File: src/sv/sid_pkg.sv
`default_nettype none

package sid_pkg;

    // Field widths
    localparam int COORD_W     = 16;
    localparam int FRAC_BITS   = 16;
    localparam int OFFSET_BITS = 16;
    localparam int POINT_W     = 32;
    localparam int OFF_W       = OFFSET_BITS + 1;

    // Datapath widths
    localparam int DIFF_W = COORD_W + 1;
    localparam int PROD_W = 2 * DIFF_W;
    localparam int DET_W  = PROD_W + 1;
    localparam int DEN_W  = DET_W;
    localparam int MUL_W  = DEN_W + 1 + DIFF_W;
    localparam int MAG_W  = MUL_W - 1;
    localparam int NUM_W  = MAG_W + FRAC_BITS;
    localparam int Q_W    = DIFF_W + FRAC_BITS + 1;

    // Divider lanes
    localparam int LANES    = 3;
    localparam int LANE_X   = 0;
    localparam int LANE_Y   = 1;
    localparam int LANE_OFF = 2;

    typedef logic signed [COORD_W-1:0] coord_t;
    typedef logic signed [DIFF_W-1:0]  diff_t;
    typedef logic signed [DET_W-1:0]   det_t;

    typedef enum logic [1:0] {
        CLS_NONE    = 2'd0,
        CLS_CROSS   = 2'd1,
        CLS_OVERLAP = 2'd2,
        CLS_DEGEN   = 2'd3
    } hit_class_t;

    typedef struct packed {
        hit_class_t cls;
        logic       neg_x;
        logic       neg_y;
        coord_t     ax;
        coord_t     ay;
        coord_t     px;
        coord_t     py;
    } side_t;

    typedef struct packed {
        logic                          valid;
        logic [LANES-1:0][NUM_W-1:0]   num;
        logic [LANES-1:0][DEN_W-1:0]   den;
        side_t                         side;
    } div_req_t;

    typedef struct packed {
        logic                          valid;
        logic [LANES-1:0][Q_W-1:0]     q;
        logic [LANES-1:0]              rem_nz;
        side_t                         side;
    } div_rsp_t;

endpackage

`default_nettype wire

File: src/sv/sid_hit_if.sv
`default_nettype none

interface sid_hit_if import sid_pkg::*; ();
    logic                      valid;
    logic                      ready;
    logic [1:0]                hit_class;
    logic signed [POINT_W-1:0] point_x;
    logic signed [POINT_W-1:0] point_y;
    logic [OFF_W-1:0]          offset_along;

    modport source (output valid, hit_class, point_x, point_y, offset_along, input ready);
    modport sink   (input valid, hit_class, point_x, point_y, offset_along, output ready);
endinterface

`default_nettype wire

File: src/sv/sid_back.sv
`default_nettype none

module sid_back import sid_pkg::*;
(
    input  wire logic      clk,
    input  wire logic      rst_n,
    input  wire logic      en,
    input  wire div_rsp_t  rsp,
    sid_hit_if.source      hit
);

    logic                      vld_reg;
    hit_class_t                cls_reg;
    logic signed [POINT_W-1:0] px_reg, py_reg;
    logic [OFF_W-1:0]          off_reg;

    logic signed [POINT_W-1:0] px_next, py_next;
    logic [OFF_W-1:0]          off_next;
    logic [Q_W:0]              qx_s, qy_s;
    logic signed [Q_W:0]       sum_x, sum_y;

    // floor of a negative quotient: -q, one lower when the remainder is nonzero
    function automatic logic [Q_W:0] floor_q(logic [Q_W-1:0] q, logic neg, logic nz);
        logic [Q_W:0] qe;
        qe = {1'b0, q};
        if (!neg)
            return qe;
        return nz ? ~qe : (~qe + 1'b1);
    endfunction

    always_comb
    begin
        qx_s  = floor_q(rsp.q[LANE_X], rsp.side.neg_x, rsp.rem_nz[LANE_X]);
        qy_s  = floor_q(rsp.q[LANE_Y], rsp.side.neg_y, rsp.rem_nz[LANE_Y]);
        sum_x = (Q_W+1)'($signed({rsp.side.ax, {FRAC_BITS{1'b0}}})) + $signed(qx_s);
        sum_y = (Q_W+1)'($signed({rsp.side.ay, {FRAC_BITS{1'b0}}})) + $signed(qy_s);

        unique case (rsp.side.cls)
            CLS_CROSS:
            begin
                px_next  = sum_x[POINT_W-1:0];
                py_next  = sum_y[POINT_W-1:0];
                off_next = rsp.q[LANE_OFF][OFF_W-1:0];
            end
            CLS_OVERLAP:
            begin
                px_next  = POINT_W'($signed({rsp.side.px, {FRAC_BITS{1'b0}}}));
                py_next  = POINT_W'($signed({rsp.side.py, {FRAC_BITS{1'b0}}}));
                off_next = rsp.q[LANE_OFF][OFF_W-1:0];
            end
            default:
            begin
                px_next  = '0;
                py_next  = '0;
                off_next = '0;
            end
        endcase
    end

    always_ff @(posedge clk or negedge rst_n)
    begin
        if (!rst_n)
            vld_reg <= 1'b0;
        else if (en)
            vld_reg <= rsp.valid;
    end

    always_ff @(posedge clk)
    begin
        if (en)
        begin
            cls_reg <= rsp.side.cls;
            px_reg  <= px_next;
            py_reg  <= py_next;
            off_reg <= off_next;
        end
    end

    assign hit.valid        = vld_reg;
    assign hit.hit_class    = cls_reg;
    assign hit.point_x      = px_reg;
    assign hit.point_y      = py_reg;
    assign hit.offset_along = off_reg;

endmodule

`default_nettype wire

File: src/flat_wrapper.sv
// flat-port wrapper written by rule: the top's interface ports become plain ports
module sid_back_flat import sid_pkg::*;
  (clk, rst_n, en, rsp, hit_valid, hit_hit_class, hit_point_x, hit_point_y, hit_offset_along, hit_ready);
  sid_hit_if hit_i ();
  input  wire logic clk;
  input  wire logic rst_n;
  input  wire logic en;
  input  wire div_rsp_t rsp;
  output wire logic [$bits(hit_i.valid)-1:0] hit_valid;
  output wire logic [$bits(hit_i.hit_class)-1:0] hit_hit_class;
  output wire logic [$bits(hit_i.point_x)-1:0] hit_point_x;
  output wire logic [$bits(hit_i.point_y)-1:0] hit_point_y;
  output wire logic [$bits(hit_i.offset_along)-1:0] hit_offset_along;
  input wire logic [$bits(hit_i.ready)-1:0] hit_ready;
  assign hit_valid = hit_i.valid;
  assign hit_hit_class = hit_i.hit_class;
  assign hit_point_x = hit_i.point_x;
  assign hit_point_y = hit_i.point_y;
  assign hit_offset_along = hit_i.offset_along;
  assign hit_i.ready = hit_ready;
  sid_back u_core (.clk(clk), .rst_n(rst_n), .en(en), .rsp(rsp), .hit(hit_i));
endmodule
File: config.mk
export PLATFORM = sky130hd
export DESIGN_NAME = sid_back_flat
export DESIGN_NICKNAME = d
export VERILOG_FILES = /design/src/sv/sid_pkg.sv /design/src/sv/sid_hit_if.sv /design/src/sv/sid_back.sv /design/src/flat_wrapper.sv
export SDC_FILE = /design/constraint.sdc
export NUM_CORES = 1
export LEC_CHECK = 0
export BUFFER_PORTS_ARGS = -buffer_cell sky130_fd_sc_hd__buf_2
export CAP_MARGIN = 20
export CORE_MARGIN = 1
export CORE_UTILIZATION = 45
export CTS_CLUSTER_DIAMETER = 100
export DETAILED_ROUTE_END_ITERATION = 10
export GPL_ROUTABILITY_DRIVEN = 0
export PLACE_DENSITY = 0.78
export SLEW_MARGIN = 20
export SYNTH_ARGS = -nofsm -noshare
export SYNTH_HDL_FRONTEND = slang
export SYNTH_SLANG_ARGS = --single-unit
File: constraint.sdc
create_clock -name clk -period 0.9 [get_ports clk]
set_input_delay 0.135 -clock clk [delete_from_list [all_inputs] [get_ports clk]]
set_output_delay 0.135 -clock clk [all_outputs]
set_load 0.005 [all_outputs]
==> results of run 1 <==
[cell usage in the layout, fill, tap and decap left out, drive strengths merged, types with 18 or more instances in the layout]
master,netlist,final
xor2,43,43
xnor2,35,35
o21ai,50,50
nor2,41,41
o31ai,18,18
nor2b,22,22
a21oi,24,24
nand2,57,57
edfxtp,83,83
buf,1,468
ha,37,37
inv,20,20
[kinds of logic (layout without fill, tap and decap cells)]
| family | Yosys count | after routing |
|---|---|---|
| AOI/OAI and AO/OA | 168 | 168 |
| DFF | 84 | 84 |
| adders and majority gates | 39 | 39 |
| other | 0 | 1 |
| and+or+nand+nor | 199 | 200 |
| xor gates and xnor gates | 78 | 78 |
| buffers and inverters | 41 | 510 |
| muxes | 2 | 2 |
[power by group]
part	leakage (nW)	switching, mW	internal (mW)
registers	0.806	0.0996	4.69
clock network	0.158	1.75	2.47
logic	3.87	3.05	2.96
[through the flow]
stage / worst slack [ns] / TNS (ns)
2_1_floorplan: -2.63 / -81.69
3_3_place_gp: -2.76 / -103.65
3_5_place_dp: -2.86 / -105.85
4_1_cts: -2.44 / -81.13
5_1_grt: -2.78 / -95.55
6_report: -2.67 / -90.88
[flip-flops by register name (all words and copies together), names as in the netlist]
name,cells
u_core.hit.offset_along,17
u_core.hit.point_y,32
u_core.hit.hit_class,2
u_core.hit.point_x,32
u_core.hit.valid,1
[worst min-delay path by stage]
| stage | from | to | slack [ns] | depth (start not counted) |
|---|---|---|---|---|
| after floorplan | rst_n | u_core.hit.valid | -0.16 | 0 |
| after global placement | rst_n | u_core.hit.valid | -0.09 | 1 |
| after detailed placement | rst_n | u_core.hit.valid | -0.09 | 1 |
| after CTS | rsp[173] | u_core.hit.valid | 0.01 | 2 |
| after global routing | rsp[173] | u_core.hit.valid | 0.02 | 2 |
| final | rsp[173] | u_core.hit.valid | 0.02 | 2 |
[cells in the mapped netlist, types with 2 or more instances]
library cell and count:
a32o_1 5, fa_1 2, xnor2_1 35, o41ai_1 11, or3_1 17, o21bai_1 6, nand2_1 57, nand3b_1 3
a31oi_1 5, a22o_1 5, a211oi_1 4, nor2_1 41, o31a_1 2, o21ai_0 50, o21a_1 7, a21o_1 12
a211o_1 2, o31ai_1 18, a21oi_1 24, inv_1 20, xor2_1 43, edfxtp_1 83, nor3b_1 3, clkbuf_1 20
or2_2 6, and3_1 2, nand2b_1 4, nor2b_1 22, ha_1 37, o211ai_1 8, nand4_1 3, nand3_1 13
nor3_1 14, or4_1 10
[final cells by class]
class | instances | area (um^2) | area share, %
multi-input combinational | 487 | 4530 | 40.9
timing repair buffer | 474 | 3380 | 30.5
sequential | 84 | 2520 | 22.7
clock buffer | 10 | 229 | 2.07
tap | 172 | 215 | 1.94
inverter | 20 | 105 | 0.950
clock inverter | 6 | 95.1 | 0.859
antenna | 1 | 2.50 | 0.0226
[what timing repair did]
action,4_1_cts,5_1_grt
cloned,3,1
setup endpoints to repair,148,147
hold buffers,3,0
gates resized for setup,142,93
setup buffers,17,34
hold endpoints to repair,3,0
pin swaps,78,92
[routing by layer]
| metal | vias up | GRT usage [%] | wire length [um] |
|---|---|---|---|
| met5 | - | 0 | 0 |
| met3 | 199 | 4.31 | 2270 |
| met1 | 3572 | 38.8 | 9680 |
| li1 | 3209 | - | - |
| met4 | 0 | 18.8 | 2330 |
| met2 | 616 | 59.7 | 14300 |
[critical path: stages]
cell and delay, ns:
buf_6 0.10, or4_4 0.53, buf_4 0.18, nor3_4 0.20
nand3b_1 0.19, o31ai_2 0.27, xnor2_1 0.23, ha_1 0.34
nor2b_2 0.18, o21a_1 0.21, o21a_2 0.26, o31a_1 0.25
or3_1 0.34, a32o_1 0.25
==> metrics, run 1 <==
# H-tree levels=3; Initial Util=46.9%; DRT Pass-1 Iters=5; global-route wire length before repair=36300 um; Post-synth EDFFs=83; Die Y=118 um; initial antenna violation count=1; total track usage=33.6%; CP startpoint=rsp[76]; DP HPWL=14700 um; worst-path fanout max=4; DR vias=7596; CP Capture Type=flop; Die Wd=118 um; GR Overflow Total=0; TritonCTS buffer count=9; final hold violations=0; # IOs=262; failing checks=setup timing; filler instances=575; hold crit path type=input pin to flop; worst setup path endpoint=u_core.hit.point_x[26]; syn_area_per_cell=9.85 um^2; simple-gate share of the synthesized area=16.6%; post-synth top area share=41.4%; Post-Synth XOR/XNOR Area=11.3%; Seq cells post-synth=84; register area share after synthesis=41.8%; Synth Area in Adders=8.35%; share of post-route cells with drive strength above 1=60.7%; top cells by area, synth=edfxtp_1 41%, ha_1 7.7%, xor2_1 6.3%; final worst path period share=396%; vias in the first global route=7033; Slew headroom=68.5%; WP data arrival=3.67 ns; FF-to-FF Start=u_core.hit.valid; FF-to-FF path depth=1; placed cell area=9170 um^2; largest family of logic cells by synthesized area=compound AO/OA/AOI/OAI gates; status=finished with violations; Nets=1293; Worst Setup Slack, final=-2.67 ns; post-synth cell types=51; cell area after layout=11100 um^2; Final Non-Filler Cells=1254; max cap viols=0; maximum VDD drop=1.15 mV; post-synthesis mux area share=0.353%; Net Count, Synth=828; WL/cell=22.8 um; CP Data Required Time=1.00 ns; overall routed net length=28600 um; total power after layout=15.0 mW; Compound-Gate Fraction of Synth Area=19.0%; Final Core Density=86.3%; # port buffers=238; Worst Max-Slew Pin Slew=0.470 ns; hold slack final=0.0220 ns; initial DRC count=868; clock buffer depth=2; predominant post-synthesis flop cell=edfxtp_1; Tmin final=3.57 ns; reg-to-reg endpoint=u_core.hit.valid; Inst Count DP=1186; Worst-Skew Late Latency=0.34 ns; cells after synthesis=611; flop2flop setup slack=0.16 ns; CTS sink count=84; total power density per cell area=1360 nW/um^2; Setup CP Type=input pin to flop; antenna-violating nets left=0; Die ar.=13800 um^2; # setup viols final=146; Core Rows=41; fmax=280 MHz; drt drc=0; Clk Tree Root Cell=clkbuf_16; Ys Warns=0; Area Growth Syn to Fin=83.8%; RSZ-0062 raised after global routing=true; Async S/R FF share, synth=1.19%; Core ar.=12800 um^2; largest net degree at the start of global routing=46; crit start category=input pin; Worst Skew=0 ns; largest area contributor in the netlist=edfxtp_1; DR vias/cell=6.06; Max Slew Vio Count=0; Pleak=4.83 nW; CTS tree=done; Syn Std Cell Area=6020 um^2; clock-pin slew on the worst setup and hold paths=0.07 ns
Power figures use the tool's default switching activity.
==> run 2, diff against run 1 <==
Settings changed: CELL_PAD_IN_SITES_DETAIL_PLACEMENT from default to 1, CELL_PAD_IN_SITES_GLOBAL_PLACEMENT from default to 2, CORE_UTILIZATION 45 to 28, PLACE_DENSITY 0.78 to 0.83.
==> run 2 against run 1 <==
- the run still ends with setup timing left
- clock power shrank 12%
- combinational power shrank 2%
- final cell count grew 10%
- fmax grew 5.8%
- worst hold slack gained 0.0049 ns
- non-clock buffer count grew 23
- global-route usage shrank 12 points
- routed wire length shrank 11%
- register-to-register slack lost 0.02 ns
- die area grew 60%
- first-iteration DRC count shrank 80%
- critical path type unchanged
- critical endpoint unchanged
- highest routed layer unchanged
==> metrics, run 2 (same netlist as run 1, synthesis figures left out) <==
Worst-Skew Late Latency=0.35 ns (about the same); # setup viols final=147 (+0.68%); largest net degree at the start of global routing=47 (+2.2%); failing checks=setup timing; Die ar.=22100 um^2 (+60%); worst-path fanout max=4 (unchanged); combinational fraction of design power=41.0% (+1.0 points); Pleak=4.88 nW (+1.0%); P_sw=4.70 mW (-4.1%); Clk Tree Root Cell=clkbuf_16; overall routed net length=25400 um (-11%); Nets=1316 (+1.8%); Die Y=149 um (+26%); Core Rows=53 (+29%); Setup CP Type=input pin to flop; GRT met3 Usage=4.02% (-0.29 points); clock-pin slew on the worst setup and hold paths=0.07 ns (about the same); # IOs=262 (unchanged); Internal Pwr Total=9.64 mW (-4.7%); Max Slew Vio Count=0 (unchanged); status=finished with violations; initial DRC count=173 (-80%); Slew headroom=68.4% (-0.12 points); busiest layer in global routing=met2; TritonCTS buffer count=9 (unchanged); initial antenna violation count=1 (unchanged); clock buffer depth=2 (unchanged); DR vias/cell=4.88 (-19%); WP data arrival=3.47 ns (-0.20 ns); maximum VDD drop=0.723 mV (-37%); # port buffers=238 (unchanged); Worst Setup Slack, final=-2.47 ns (+0.196 ns); total track usage=21.4% (-12 points); final hold violations=0 (unchanged); GRT met1 Usage=24.5% (-14 points); crit-path max cell delay=0.43 ns (-0.10 ns); Area Growth Syn to Fin=86.4%; final worst path period share=374% (-22 points); # H-tree levels=3 (unchanged); total power density per cell area=1280 nW/um^2 (-5.8%); drt drc=0 (unchanged); vias in the first global route=7076 (+0.61%); Worst Max-Slew Pin Slew=0.472 ns (+0.00176 ns); DR vias=6730 (-11%); CP Cell Sequence=buf_6 -> or3_4 -> or4_4 -> nand3b_1 -> o31ai_2 -> xnor2_1 -> ha_1 -> nor2b_1 -> o21a_1 -> o21a_1 -> o31a_1 -> or3_1 -> a32o_1; Worst Skew=0 ns (unchanged); max cap viols=0 (unchanged); Final Core Density=53.4% (-33 points); fmax=297 MHz (+5.8%); hold crit path type=input pin to flop; global-route wire length before repair=36500 um (+0.36%); most frequent cells in the layout=224 x buf_2, 205 x buf_4, 83 x edfxtp_1; most frequent CP cell=o21a_1; RSZ-0062 raised after global routing=true; antenna-violating nets left=0 (unchanged); Worst path slowest cell=or4_4; met2 Usage GRT=39.8% (-20 points); sw frac=32.8% (+0.13 points); DRT Pass-1 Iters=4 (-1); DP HPWL=18100 um (+23%); most common cell after layout, fill and taps aside=buf_2; crit start category=input pin; Core ar.=21000 um^2 (+64%); share of post-route cells with drive strength above 1=61.1% (+0.46 points); hold slack final=0.0270 ns (+0.00494 ns); pre-CTS worst setup slack=-2.88 ns (-0.0160 ns); Reg power frac=33.2% (+1.3 points); WL/cell=18.4 um (-19%); CTS tree=done; CP Data Required Time=1.00 ns (about the same); Clock power frac=25.8% (-2.3 points); Tmin final=3.37 ns (-0.196 ns); CTS sink count=84 (unchanged); Die Wd=149 um (+26%); CP Capture Type=flop; Initial Util=28.6% (-18 points); GR Overflow Total=0 (unchanged)
==> run 2: changes by cell type in the layout (fill, tap and decap cells not counted), sizes merged, moves of 2 or more <==
cell	delta
buf	+26
bufbuf	-2
bufinv	-2
inv	+3
clkinv	-2
==> run 2: what timing repair did <==
action                                 in CTS  in global routing
setup buffers                              33                 37
endpoints found under the hold margin       3                  0
cloned                                      3                  0
hold buffers                                3                  0
setup endpoints to repair                 148                148
resized for setup                         127                105
pin swaps                                  53                 92
==> run 2: per-layer routing <==
metal,vias to the layer above,part of all wire [%]
li1,3253,-
met1,3266,40
met2,182,54
met3,29,4.1
met4,0,1.6
met5,-,0
==> run 2: worst paths after layout <==
check,start,to,slack [ns],depth (start not counted)
max reg2reg,u_core.hit.valid,u_core.hit.valid,0.14,1
min reg2reg,u_core.hit.valid,u_core.hit.valid,0.53,1
max,rsp[83],u_core.hit.point_x[26],-2.47,13
min,rsp[173],u_core.hit.valid,0.03,2
max in group asynchronous,rst_n,u_core.hit.valid,0.73,2
min in group asynchronous,rst_n,u_core.hit.valid,0.08,2
==> run 2: power by group through the flow <==
| stage | Clock [mW] | Sequential, mW | Combinational, mW |
|---|---|---|---|
| floorplan | 0 | 4.91 | 2.07 |
| global placement | 0 | 4.85 | 4.43 |
| detailed placement | 0 | 4.86 | 4.56 |
| CTS | 3.78 | 4.77 | 5.14 |
| global route | 3.96 | 4.80 | 6.30 |
| finish | 3.70 | 4.77 | 5.88 |
==> run 2: worst max-delay path, delay by kind of cell <==
kind / cells / cell delay (ns)
AO/OA/AOI/OAI: 5 / 1.23
XOR/XNOR: 1 / 0.17
AND/OR/NAND/NOR: 5 / 1.56
buffers and inverters: 1 / 0.09
adder cells (fa/ha/maj): 1 / 0.27
==> run 2: final cells by class <==
cell class	count	area, um^2
fillers	2366	9800
well taps	275	344
clock inverters	6	56.3
clock buffers	10	229
diodes	1	2.50
multi-input cells	487	4460
inverters	20	95.1
flip-flops and latches	84	2520
repair buffers	497	3520
==> run 2: per-stage QoR <==
step / total power, mW / instance area [um^2] / cells / setup TNS [ns]
global placement: 9.28 / 9370 / 1302 / -106.10
finish: 14.3 / 11200 / 1380 / -86.54
CTS: 13.7 / 10500 / 1354 / -84.77
global route: 15.1 / 11200 / 1380 / -94.00
detailed placement: 9.42 / 9370 / 1302 / -109.16
floorplan: 6.98 / 6470 / 611 / -81.69
